[src/sv/qas_pkg.sv]
package qas_pkg;

  // window geometry
  localparam int unsigned WIN_DEPTH = 4;
  localparam int unsigned FILL_W    = 3;

  // register indexes
  localparam logic CFG_MAX_ARGS   = 1'b0;
  localparam logic CFG_MAX_LENGTH = 1'b1;

  // register reset values
  localparam logic [6:0]  MAX_ARGS_RST   = 7'd20;
  localparam logic [15:0] MAX_LENGTH_RST = 16'd2000;

  // characters of interest
  localparam logic [7:0] CH_BSLASH = 8'h5c;
  localparam logic [7:0] CH_SQUOTE = 8'h27;
  localparam logic [7:0] CH_DQUOTE = 8'h22;
  localparam logic [7:0] CH_SPACE  = 8'h20;
  localparam logic [7:0] CH_TAB    = 8'h09;

  // per-line context carried from one decision to the next
  typedef struct packed {
    logic [1:0] skip_left;
    logic       in_dquote;
    logic       in_gap_run;
    logic       stopped;
    logic [6:0] args;
    logic       begin_pending;
  } qas_ctx_t;

  // one decided byte
  typedef struct packed {
    logic [7:0] char_out;
    logic       is_gap;
    logic       begins_arg;
    logic [6:0] arg_number;
  } qas_res_t;

endpackage

[src/sv/qas_decide.sv]
module qas_decide (
  input  logic [3:0][7:0]                win,
  input  logic [qas_pkg::FILL_W-1:0]     fill,
  input  qas_pkg::qas_ctx_t              ctx,
  input  logic [6:0]                     max_args,
  output qas_pkg::qas_res_t              res,
  output qas_pkg::qas_ctx_t              ctx_nxt
);

  logic [3:0] vld;
  logic       blank0;
  logic       blank1;
  logic       quote1;
  logic       next_arg;
  logic       at_limit;

  // window slot k holds a byte only below the fill count
  always_comb begin
    for (int k = 0; k < 4; k++) begin
      vld[k] = fill > k[qas_pkg::FILL_W-1:0];
    end
  end

  assign blank0 = (win[0] == qas_pkg::CH_SPACE) || (win[0] == qas_pkg::CH_TAB);
  assign blank1 = vld[1] && ((win[1] == qas_pkg::CH_SPACE) || (win[1] == qas_pkg::CH_TAB));
  assign quote1 = vld[1] && ((win[1] == qas_pkg::CH_SQUOTE) || (win[1] == qas_pkg::CH_DQUOTE));

  // argument count has reached max_args minus two
  assign at_limit = ({1'b0, ctx.args} + 8'd2) >= {1'b0, max_args};

  // head byte decision
  always_comb begin
    ctx_nxt      = ctx;
    res.char_out = win[0];
    res.is_gap   = 1'b0;
    next_arg     = 1'b0;
    if (ctx.skip_left != 2'd0) begin
      ctx_nxt.skip_left = ctx.skip_left - 2'd1;
    end else if (ctx.in_gap_run) begin
      res.char_out       = 8'd0;
      res.is_gap         = 1'b1;
      ctx_nxt.in_gap_run = blank1;
      next_arg           = !blank1 && (fill > 3'd1);
    end else if (ctx.stopped || (max_args <= 7'd1)) begin
      // pass unchanged
    end else if ((win[0] == qas_pkg::CH_BSLASH) && quote1) begin
      ctx_nxt.skip_left = 2'd1;
    end else if ((win[0] == qas_pkg::CH_SQUOTE) && vld[1] && (win[1] == qas_pkg::CH_BSLASH)
                 && vld[3] && (win[3] == qas_pkg::CH_SQUOTE)) begin
      ctx_nxt.skip_left = 2'd3;
    end else if ((win[0] == qas_pkg::CH_SQUOTE) && vld[2]
                 && (win[2] == qas_pkg::CH_SQUOTE)) begin
      ctx_nxt.skip_left = 2'd2;
    end else if (win[0] == qas_pkg::CH_DQUOTE) begin
      ctx_nxt.in_dquote = !ctx.in_dquote;
    end else if (ctx.in_dquote) begin
      // protected
    end else if (blank0) begin
      if (at_limit) begin
        ctx_nxt.stopped = 1'b1;
      end else begin
        res.char_out       = 8'd0;
        res.is_gap         = 1'b1;
        ctx_nxt.in_gap_run = blank1;
        next_arg           = !blank1 && (fill > 3'd1);
      end
    end
    res.begins_arg        = ctx.begin_pending;
    res.arg_number        = ctx.args;
    ctx_nxt.begin_pending = next_arg;
    ctx_nxt.args          = ctx.args + {6'd0, next_arg};
  end

endmodule

[src/sv/quoted_argument_splitter.sv]
// channel  | handshake                 | payload
// ---------+---------------------------+----------------------------------------------
// in       | in_valid / in_ready       | in_char_in, in_line_end
// out      | out_valid / out_ready     | out_char_out, out_is_gap, out_begins_arg,
//          |                           | out_arg_number, out_final_out, out_arg_total
// cfg      | cfg_we (no wait)          | cfg_index, cfg_data
//
// one byte per cycle in mid-line: each byte enters the four-byte window and the head
// byte is decided from the registered window into the output register.
// a line end flushes the window at one result per cycle while the output is free (up to four
// results, or one terminator), so the request after a line end waits until the flush ends.
// a stalled output register holds back decisions, and input once the window is full.
// synchronous active-low reset; every line end returns the line state to reset.
module quoted_argument_splitter #(
  parameter int unsigned POSITION_BITS = 16
) (
  input  logic        clk,
  input  logic        rst_n,
  input  logic        in_valid,
  output logic        in_ready,
  input  logic [7:0]  in_char_in,
  input  logic        in_line_end,
  output logic        out_valid,
  input  logic        out_ready,
  output logic [7:0]  out_char_out,
  output logic        out_is_gap,
  output logic        out_begins_arg,
  output logic [6:0]  out_arg_number,
  output logic        out_final_out,
  output logic [6:0]  out_arg_total,
  input  logic        cfg_we,
  input  logic        cfg_index,
  input  logic [15:0] cfg_data
);

  localparam int unsigned CW = ((POSITION_BITS > 16) ? POSITION_BITS : 16) + 1;
  localparam logic [POSITION_BITS-1:0] POS_TOP = {POSITION_BITS{1'b1}};
  localparam qas_pkg::qas_ctx_t CTX_RST = '{skip_left: 2'd0, in_dquote: 1'b0,
                                            in_gap_run: 1'b0, stopped: 1'b0,
                                            args: 7'd0, begin_pending: 1'b1};

  logic [6:0]                   max_args_r;
  logic [15:0]                  max_length_r;
  logic [3:0][7:0]              win_r, win_nxt, win_shift;
  logic [qas_pkg::FILL_W-1:0]   fill_r, fill_nxt, fill_mid;
  logic [POSITION_BITS-1:0]     pos_r, pos_nxt;
  logic                         end_r, end_nxt;
  qas_pkg::qas_ctx_t            ctx_r, ctx_nxt, ctx_dec;
  qas_pkg::qas_res_t            res;

  logic        out_valid_r;
  logic [7:0]  char_r;
  logic        gap_r, begins_r, final_r;
  logic [6:0]  argnum_r, total_r;

  logic out_free, dec, term, accept, kept, last;
  logic [6:0] total_val;

  // config registers
  always_ff @(posedge clk) begin
    if (!rst_n) begin
      max_args_r   <= qas_pkg::MAX_ARGS_RST;
      max_length_r <= qas_pkg::MAX_LENGTH_RST;
    end else if (cfg_we) begin
      unique case (cfg_index)
        qas_pkg::CFG_MAX_ARGS:   max_args_r   <= cfg_data[6:0];
        qas_pkg::CFG_MAX_LENGTH: max_length_r <= cfg_data;
        default: ;
      endcase
    end
  end

  // head byte decision
  qas_decide u_decide (
    .win      (win_r),
    .fill     (fill_r),
    .ctx      (ctx_r),
    .max_args (max_args_r),
    .res      (res),
    .ctx_nxt  (ctx_dec)
  );

  // decision, terminator and request acceptance
  assign out_free = !out_valid_r || out_ready;
  assign dec      = out_free && ((fill_r == 3'd4) || (end_r && (fill_r != 3'd0)));
  assign term     = out_free && end_r && (fill_r == 3'd0);
  assign last     = (dec && end_r && (fill_r == 3'd1)) || term;
  assign in_ready = !end_r && ((fill_r != 3'd4) || dec);
  assign accept   = in_valid && in_ready;
  assign kept     = (pos_r != POS_TOP) &&
                    ((CW'(pos_r) + CW'(1)) < CW'(max_length_r));

  // argument count reported on the last result
  assign total_val = (max_args_r <= 7'd1) ? 7'd1
                   : (term ? ctx_r.args + 7'd1 : ctx_dec.args + 7'd1);

  // window shift and insertion
  always_comb begin
    for (int k = 0; k < 3; k++) begin
      win_shift[k] = dec ? win_r[k+1] : win_r[k];
    end
    win_shift[3] = dec ? 8'd0 : win_r[3];
    fill_mid     = fill_r - {2'd0, dec};
    win_nxt      = win_shift;
    fill_nxt     = fill_mid;
    pos_nxt      = pos_r;
    end_nxt      = end_r;
    ctx_nxt      = dec ? ctx_dec : ctx_r;
    if (accept) begin
      if (kept) begin
        win_nxt[fill_mid[1:0]] = in_char_in;
        fill_nxt               = fill_mid + 3'd1;
      end
      if (pos_r != POS_TOP) begin
        pos_nxt = pos_r + POSITION_BITS'(1);
      end
      end_nxt = in_line_end;
    end
    if (last) begin
      win_nxt  = '0;
      fill_nxt = '0;
      pos_nxt  = '0;
      end_nxt  = 1'b0;
      ctx_nxt  = CTX_RST;
    end
  end

  // line state
  always_ff @(posedge clk) begin
    if (!rst_n) begin
      win_r  <= '0;
      fill_r <= '0;
      pos_r  <= '0;
      end_r  <= 1'b0;
      ctx_r  <= CTX_RST;
    end else begin
      win_r  <= win_nxt;
      fill_r <= fill_nxt;
      pos_r  <= pos_nxt;
      end_r  <= end_nxt;
      ctx_r  <= ctx_nxt;
    end
  end

  // output register valid
  always_ff @(posedge clk) begin
    if (!rst_n) begin
      out_valid_r <= 1'b0;
    end else if (dec || term) begin
      out_valid_r <= 1'b1;
    end else if (out_ready) begin
      out_valid_r <= 1'b0;
    end
  end

  // output register payload
  always_ff @(posedge clk) begin
    if (dec) begin
      char_r   <= res.char_out;
      gap_r    <= res.is_gap;
      begins_r <= res.begins_arg;
      argnum_r <= res.arg_number;
      final_r  <= last;
      total_r  <= last ? total_val : 7'd0;
    end else if (term) begin
      char_r   <= 8'd0;
      gap_r    <= 1'b0;
      begins_r <= 1'b0;
      argnum_r <= ctx_r.args;
      final_r  <= 1'b1;
      total_r  <= total_val;
    end
  end

  assign out_valid      = out_valid_r;
  assign out_char_out   = char_r;
  assign out_is_gap     = gap_r;
  assign out_begins_arg = begins_r;
  assign out_arg_number = argnum_r;
  assign out_final_out  = final_r;
  assign out_arg_total  = total_r;

  // window never overfills
  a_fill_bound: assert property (@(posedge clk) disable iff (!rst_n)
    fill_r <= 3'd4)
    else $error("window fill above depth");

  // a line end holds off the next request
  a_end_stall: assert property (@(posedge clk) disable iff (!rst_n)
    (accept && in_line_end) |=> !in_ready)
    else $error("request taken during line flush");

  // the last result leaves a clean line state behind
  a_final_clear: assert property (@(posedge clk) disable iff (!rst_n)
    last |=> (fill_r == 3'd0) && !end_r && (ctx_r.args == 7'd0) && out_final_out)
    else $error("line state not cleared after last result");

endmodule
[config.mk]
export PLATFORM = sky130hd
export DESIGN_NAME = quoted_argument_splitter
export DESIGN_NICKNAME = d
export VERILOG_FILES = /design/src/sv/qas_pkg.sv /design/src/sv/qas_decide.sv /design/src/sv/quoted_argument_splitter.sv
export SDC_FILE = /design/constraint.sdc
export NUM_CORES = 1
export LEC_CHECK = 0
export BUFFER_PORTS_ARGS = -buffer_cell sky130_fd_sc_hd__buf_4
export CAP_MARGIN = 20
export CORE_UTILIZATION = 23
export DETAILED_ROUTE_END_ITERATION = 7
export GPL_ROUTABILITY_DRIVEN = 0
export GPL_TIMING_DRIVEN = 0
export REMOVE_ABC_BUFFERS = 1
export SLEW_MARGIN = 30
export SYNTH_ARGS = -nofsm -noshare
export SYNTH_HDL_FRONTEND = slang
export SYNTH_SLANG_ARGS = --single-unit
[constraint.sdc]
create_clock -name clk -period 3.7 [get_ports clk]
set_input_delay 0.37 -clock clk [delete_from_list [all_inputs] [get_ports clk]]
set_output_delay 0.37 -clock clk [all_outputs]
set_load 0.1 [all_outputs]
==> impl_summary.md, run 1 <==
Synth
The cell accounting for the most synthesized area is sky130_fd_sc_hd__dfxtp_1. Averaged over all synthesized cells, the footprint is between 8 and 9 sq um. For this run, asynchronously set or reset flops after synthesis account for 0%.

The synthesis warning total is 0. The mapped netlist covers around 6300 sq um. The count of different cell masters after synthesis is about 70. The most common flop cell mapped by yosys is sky130_fd_sc_hd__dfxtp_1. The area share of the largest cell type after synthesis is 28.4%.

The synthesis-stage register bit count is about 110. The share of synthesized area occupied by flip-flops and latches is 40.4%. The instance count of the mapped netlist is a little over 700. In this run, synthesis inferred 25 flip-flops with an integrated enable.

In the post-synthesis netlist, the biggest area contributors are sky130_fd_sc_hd__dfxtp_1 28%, sky130_fd_sc_hd__edfxtp_1 12%, sky130_fd_sc_hd__nand2_1 8.9%.

Floorplan
The I/O pin count is 58. The initial standard-cell utilization of the core is roughly a quarter. The core region is 26,900 sq um.

The floorplan step set the die height to about 170 microns. The die covers between 20,000 and 30,000 sq um. The die is 167 microns wide. The site row count is 60.

Final layout
The total of fill cells in the finished design is ~2,800. In the layout the commonest cells are 147 x sky130_fd_sc_hd__nand2_1, 84 x sky130_fd_sc_hd__dfxtp_1, 72 x sky130_fd_sc_hd__buf_4, 53 x sky130_fd_sc_hd__nor2_1, 35 x sky130_fd_sc_hd__inv_1. The share of final-layout standard cells stronger than drive strength 1 is between 10% and 20%.

The repair_antennas step left the layout with diodes totalling 0. The library cell used most frequently in the layout, excluding fill and tap cells, is sky130_fd_sc_hd__nand2_1. In the final design database the tool counted ~840 nets. The area growth from synthesis to layout is 26.8%.

Flow run
The tool flagged a number of max-cap violations equal to 0.

Clock network
The number of clock buffers added by TritonCTS is 17. TritonCTS built the clock tree. The H-tree was split into 4 levels. Counting along the longest clock path gives a buffer depth of 2. The clock root buffer is sky130_fd_sc_hd__clkbuf_16. The clock sink count is roughly 110. The latest clock arrival within the worst-skew pair is 0.42 ns. The clock transition at the registers of the reported paths is 0.06 ns.

The number of hold-repair buffers added at the cts stage is 0.

GRT
The met2 track demand over resource in global routing is a little under a fifth. The first global-routing pass estimated between 20,000 and 30,000 microns of wire. The initial antenna violation count is 0. The routing layer with the top usage in global route is met2.

The number of global-route vias before repair is 4,957. Global routing consumed, on the met1 layer, between 10% and 20% of the routing resources. For this run, global-route usage on met3 was measured as 2.58%. Global routing consumed, over all layers together, roughly 11% of the routing resources.

Global routing finished with a remaining overflow of 0. Entering global routing, the biggest net connects 39 pins.

Setup path
For the worst setup path, the data arrival time is between 3 and 4 ns. The startpoint type of the worst setup path is a flop. The logic depth of the worst register-to-register path is 17. By startpoint and endpoint, the worst setup path is classified as flop to flop.

The sort of element at the end of the critical path is a flop. At the worst endpoint, the required time is a little under 4 ns. Along the worst path, the maximum fanout reaches 4.

Timing
The final-report max-slew violation count is 0. At the pin with the least slew margin, the transition time is ~0.87 ns. Between clock sinks in the finished design, the worst skew comes to between 0.01 and 0.015 ns. For the final routed database, the setup TNS stands at -0.262 ns. The highest clock rate is about 0.26 GHz. The worst hold-check slack is 0.187 ns. The count of endpoints failing hold in the final timing report came to 0.

Of the available clock period, the critical path in the final layout requires 103%. Setup violations remaining at the end of the flow were counted as 10. The clock period minus final worst setup slack is 3.83 ns.

Measured against its own limit, the worst slew margin works out to roughly two fifths. Setup repair after global routing could not meet its margin everywhere. Once routing completed, OpenROAD measured the worst setup slack at -0.126 ns.

Routing
After detailed routing, the average wire length per cell comes to 13.6 microns. The sum of routed wire length over all layers is ~15,000 microns. Before antenna repair, the detailed router went through 4 iterations. The first routing iteration left 334 violations. The final routed DRC violation total is 0.

After detailed routing, the number of vias per cell comes to roughly 4.5. Summing over every cut layer, the via total after detailed routing is 5,116. The post-detailed-route count of antenna-violating nets is 0.

Worst hold path
The class of the worst hold path is primary input to flop. The number of instances on the worst hold path is 3.

Power and ir drop
For this design the static power due to leakage is between 0.003 and 0.004 uW. Summing internal, switching and leakage power gives 4630 uW. Power spread over the standard cell area amounts to 582 nW/um^2.

The peak supply drop is 0.000238 V.

Outcome
The flow ran to the end, but the final reports show violations. The checks that failed: negative setup slack.

Placed design
The number of buffer cells added on primary ports is 57. The half-perimeter wire length after detailed placement is approximately 11,000 microns.
==> per-stage QoR <==
step	instances	util [%]	instance area [sq um]	worst slack, ns
2_1_floorplan	678	-	6100	-0.353
3_3_place_gp	1076	25.9	6950	-1.07
3_5_place_dp	1077	26.0	7000	-1.10
4_1_cts	1120	29.1	7810	-0.164
5_1_grt	1127	29.6	7950	-0.286
6_report	1127	29.6	7950	-0.126
==> where the power goes <==
| group | internal [uW] | leakage [uW] | switching (uW) | total, uW |
|---|---|---|---|---|
| Combinational | 371 | 0.00201 | 1040 | 1410 |
| Sequential | 1460 | 0.000963 | 134 | 1600 |
| Clock | 1010 | 0.000281 | 604 | 1610 |
==> synthesized netlist by cell type, types with 11 or more instances <==
cell type,n
sky130_fd_sc_hd__inv_1,35
sky130_fd_sc_hd__a21oi_1,19
sky130_fd_sc_hd__xnor2_1,20
sky130_fd_sc_hd__nor3_1,22
sky130_fd_sc_hd__nand2_1,149
sky130_fd_sc_hd__ha_1,33
sky130_fd_sc_hd__dfxtp_1,89
sky130_fd_sc_hd__clkbuf_1,17
sky130_fd_sc_hd__nand3_1,15
sky130_fd_sc_hd__and3_1,11
sky130_fd_sc_hd__edfxtp_1,25
sky130_fd_sc_hd__nor2_1,53
sky130_fd_sc_hd__and2_1,11
sky130_fd_sc_hd__a21boi_0,15
sky130_fd_sc_hd__xor2_1,29
sky130_fd_sc_hd__mux2i_1,34
==> worst max-delay path: stages (launching register included) <==
cell	delay [ns]
sky130_fd_sc_hd__dfxtp_4	0.36
sky130_fd_sc_hd__ha_4	0.16
sky130_fd_sc_hd__and3_4	0.18
sky130_fd_sc_hd__xor2_1	0.15
sky130_fd_sc_hd__ha_1	0.30
sky130_fd_sc_hd__a21o_1	0.17
sky130_fd_sc_hd__a32oi_2	0.19
sky130_fd_sc_hd__o311ai_4	0.16
sky130_fd_sc_hd__o31a_1	0.35
sky130_fd_sc_hd__nor4_2	0.19
sky130_fd_sc_hd__ha_2	0.26
sky130_fd_sc_hd__ha_4	0.17
sky130_fd_sc_hd__and3_4	0.19
sky130_fd_sc_hd__o32ai_2	0.07
sky130_fd_sc_hd__a32o_2	0.32
sky130_fd_sc_hd__nor4b_4	0.14
sky130_fd_sc_hd__xnor2_1	0.16
sky130_fd_sc_hd__nor2_1	0.05
==> final cells by class <==
cell class | count | area [sq um] | area share [%]
Multi-Input combinational cell | 528 | 3650 | 46.0
Tap cell | 341 | 427 | 5.37
Timing Repair Buffer | 76 | 611 | 7.68
Clock inverter | 12 | 131 | 1.65
Clock buffer | 20 | 447 | 5.62
Sequential cell | 114 | 2550 | 32.0
Inverter | 36 | 135 | 1.70
==> kinds of logic after synthesis <==
family          count (synthesis)  share of synthesized area [%]
simple gates                  315                           24.0
flops                         114                           40.4
compound gates                 95                           11.4
buf+inv                        69                           4.85
xor+xnor                       50                           7.11
mux                            35                           5.65
fa+ha+maj                      33                           6.59
==> state kept, by name, summed over array words and instances (netlist names), 3 cells and up <==
| signal | cells |
|---|---|
| pos_r | 16 |
| out_arg_total | 7 |
| ctx_r | 13 |
| max_length_r | 16 |
| fill_r | 3 |
| win_r | 32 |
| out_arg_number | 7 |
| max_args_r | 7 |
| out_char_out | 8 |
==> per-layer routing <==
metal	wire, microns	vias up
met5	0	-
li1	-	2586
met4	384	0
met1	6960	2399
met2	7510	102
met3	530	29
==> repair_timing <==
action / in CTS / in global routing
endpoints found under the setup margin: 43 / 41
pin swaps: 14 / 15
setup buffers: 11 / 7
cloned: 0 / 0
resized for setup: 34 / 12
==> worst paths after layout <==
check | from | endpoint | slack, ns
max | ctx_r[2] | out_arg_total[5] | -0.13
min | cfg_data[8] | max_length_r[8] | 0.19
max reg2reg | ctx_r[2] | out_arg_total[5] | -0.13
min reg2reg | ctx_r[0] | ctx_r[0] | 0.46
Power figures use the tool's default switching activity.
==> run 2, diff against run 1 <==
- PLACE_DENSITY: unset -> 0.42
==> impl_summary.md, run 2 (synthesis results as in run 1) <==
Setup path
The required time of the critical path is 3.86 ns (about the same). The slowest cell on the critical path is sky130_fd_sc_hd__o31a_1 (was sky130_fd_sc_hd__dfxtp_4). The startpoint type of the worst setup path is a flop (unchanged). The cell family with the largest share of critical-path delay is compound AO/OA/AOI/OAI gates (unchanged).

The critical path buffer and inverter count is 0 (unchanged). The critical setup path kind is flop to flop (unchanged). The sort of element at the end of the critical path is a flop (unchanged). The largest fanout on the critical path is 4 (unchanged). The arrival time reported for the critical path endpoint was 3.94 ns (was 3.99 ns). Cells along the critical path: ha_4, and3_4, xor2_1, ha_1, a21o_1, a32oi_1, o311ai_2, o31a_1, nor4_4, ha_2, ha_4, and3_4, o32ai_2, a32o_2, nor4b_4, xnor2_1, nor2_1 (was ha_4, and3_4, xor2_1, ha_1, a21o_1, a32oi_2, o311ai_4, o31a_1, nor4_2, ha_2, ha_4, and3_4, o32ai_2, a32o_2, nor4b_4, xnor2_1, nor2_1). The delay of the slowest cell on the worst path came to 0.38 ns (was 0.36 ns).

Clock network
The clock sink count is 114 (unchanged). The TritonCTS clock tree is built (unchanged). The number of hold-repair buffers added at the cts stage came to 0 (unchanged).

The clock transition at the registers of the reported paths is 0.06 ns (about the same). The number of buffers created by CTS is 17 (unchanged). The clock root buffer is sky130_fd_sc_hd__clkbuf_16 (unchanged). The maximum buffer depth of the clock tree is 2 (unchanged). The latest clock arrival within the worst-skew pair is 0.42 ns (about the same). The number of levels in the clock H-tree is 4 (unchanged).

Final layout
The final core utilization is 30.0% (was 29.6%). The area growth from synthesis to layout is 28.5% (was 26.8%). The net total in the final layout is 844 (was 837). The number of diodes is 0 (unchanged). The share of final-layout standard cells stronger than drive strength 1 is 19.8% (was 19.1%). The leading cell type in the layout, fill and taps excluded is sky130_fd_sc_hd__nand2_1 (unchanged). Top flop regs: win_r (32), max_length_r (16), pos_r (16) (unchanged). Leading cell types in the layout, fill and taps excluded: 147 x sky130_fd_sc_hd__nand2_1, 84 x sky130_fd_sc_hd__dfxtp_1, 77 x sky130_fd_sc_hd__buf_4, 53 x sky130_fd_sc_hd__nor2_1, 35 x sky130_fd_sc_hd__inv_1 (was 147 x sky130_fd_sc_hd__nand2_1, 84 x sky130_fd_sc_hd__dfxtp_1, 72 x sky130_fd_sc_hd__buf_4, 53 x sky130_fd_sc_hd__nor2_1, 35 x sky130_fd_sc_hd__inv_1). The final cell area excluding filler cells is 8050 sq um (was 7950 sq um).

The register name with the most flops is win_r (unchanged). The number of flip-flops in the largest register was 32 (unchanged).

Floorplan
The overall die width is 167 microns (unchanged). The height of the chip is 167 microns (unchanged). The initial standard-cell utilization of the core is 23.3% (unchanged). The area of the core is 26,900 sq um (unchanged). The I/O pin count was 58 (unchanged). The site row count is 60 (unchanged).

The full die area is 27,900 sq um (unchanged).

Outcome
Violated checks: negative setup slack (unchanged). Status: finished with violations (unchanged).

Flow run
The number of max-capacitance violations reported is 0 (unchanged).

Routing
The final routed DRC violation total is 0 (unchanged). The uppermost layer routed is met4 (unchanged). The sum of routed wire length over all layers came to 16,300 microns (was 15,400 microns). The detailed route wirelength on metal3 is 569 microns (was 530 microns).

The post-detailed-route via-to-cell ratio is 4.43 (was 4.54). The number of detailed-routing iterations run before antenna repair was 4 (unchanged). The met2 layer wire length in the routed design is 7990 microns (was 7510 microns). The count of routing violations after the opening detailed-route iteration came to 243 (was 334). The routed wirelength normalized by instance count was 14.4 microns (was 13.6 microns).

The via count is 5,018 (was 5,116). The sum of routed wire segments on met1 is 7550 microns (was 6960 microns). The post-detailed-route count of antenna-violating nets is 0 (unchanged).

GRT
The residual overflow from global routing came to 0 (unchanged). The first-pass GRT wire length is 26,600 microns (was 25,100 microns). The pin count of the biggest net entering global routing came to 39 (unchanged). The number of global-route vias before repair is 4,890 (was 4,957).

The initial antenna violation count is 0 (unchanged). The overall global routing resource usage came to 12.1% (was 11.2%).

Power and ir drop
The proportion of power drawn by combinational gates is 29.7% (was 30.6%). The portion of total power attributed to sequential cells came to 33.1% (was 34.6%). The internal power is 3040 uW (was 2850 uW). The switching share of power is 37.2% (was 38.5%). The peak supply drop is 0.000380 V (was 0.000238 V). The total net switching power was 1800 uW (was 1780 uW). The part of the total power dissipated in the clock network is 37.2% (was 34.9%). The power density normalized to cell area came to 601 nW/um^2 (was 582 nW/um^2). The static power due to leakage is 0.00331 uW (was 0.00326 uW).

Timing
The clock period minus final worst setup slack is 3.78 ns (was 3.83 ns). The count of endpoints failing hold in the final timing report is 0 (unchanged). The maximum clock skew at final layout is 0.00857 ns (was 0.0143 ns).

The final worst-path cycle share was 102% (was 103%). The worst setup slack after layout was -0.0776 ns (was -0.126 ns). The worst slew margin relative to its limit is 39.9% (was 41.8%). Unrepaired setup endpoints after global routing: true (unchanged).

The highest clock rate came to 0.265 GHz (was 0.261 GHz). The setup TNS is -0.0947 ns (was -0.262 ns). The measured slew at the worst slew-check pin is 0.902 ns (was 0.872 ns). The final-report max-slew violation count is 0 (unchanged). The worst hold-check slack is 0.187 ns (about the same).

The number of endpoints failing setup at the final stage is 2 (was 10).

Placed design
The placement-stage worst setup slack is -1.17 ns (was -1.10 ns). The half-perimeter wire length after detailed placement is 11,400 microns (was 10,500 microns). The number of buffer cells added on primary ports is 57 (unchanged). The cell area after placement came to 7010 sq um (was 7000 sq um).

Worst hold path
The class of the worst hold path is primary input to flop (unchanged).
[run 2: cell count changes in the layout (fill, tap and decap cells not counted), sizes merged]
| cell | delta |
|---|---|
| buf | +7 |
| bufinv | +3 |
| inv | -3 |
| clkbuf | -2 |
| clkinv | +1 |
| clkinvlp | +1 |
[run 2: layout make-up]
class                           instances  area [sq um]
Fill cell                            2864         18800
Multi-Input combinational cell        528          3630
Sequential cell                       114          2550
Timing Repair Buffer                   83           674
Clock buffer                           18           429
Tap cell                              341           427
Clock inverter                         14           213
Inverter                               36           138
[run 2: power by group through the flow]
stage / Clock [uW] / Sequential, uW / Combinational, uW
6_report: 1800 / 1600 / 1440
5_1_grt: 1910 / 1630 / 1540
4_1_cts: 1850 / 1600 / 1440
3_5_place_dp: 0 / 1630 / 1420
3_3_place_gp: 0 / 1640 / 1400
2_1_floorplan: 0 / 2100 / 564
[run 2: timing repair]
action / CTS / global route
pin swaps: 21 / 15
resized for setup: 35 / 11
setup endpoints to repair: 42 / 40
setup buffers: 16 / 8
[run 2: final timing paths]
kind | start | to | slack, ns | cells after the start
worst min register to register | max_length_r[13] | max_length_r[13] | 0.46 | 2
worst max-delay path | ctx_r[2] | out_arg_total[5] | -0.08 | 17
worst min-delay path | cfg_data[10] | max_length_r[10] | 0.19 | 3
worst max register to register | ctx_r[2] | out_arg_total[5] | -0.08 | 17
[run 2: metal layers]
layer  vias to the layer above  GRT usage (%)
met5                         -              0
met4                         0           3.74
met3                        16           2.32
met2                        98           20.6
met1                      2291           15.5
li1                       2613              -
[run 2: metrics by stage]
stage / total power [uW] / instances
5_1_grt: 5080 / 1134
3_3_place_gp: 3040 / 1076
4_1_cts: 4890 / 1126
6_report: 4840 / 1134
3_5_place_dp: 3050 / 1078
2_1_floorplan: 2660 / 678
[run 2: worst register-to-register path, delay by kind of cell (launching register included)]
family                   cells  cell delay, ns
AND/OR/NAND/NOR              5            0.72
AO/OA/AOI/OAI                6            1.27
flip-flops                   1            0.36
adder cells (fa/ha/maj)      4            0.88
XOR/XNOR                     2            0.30
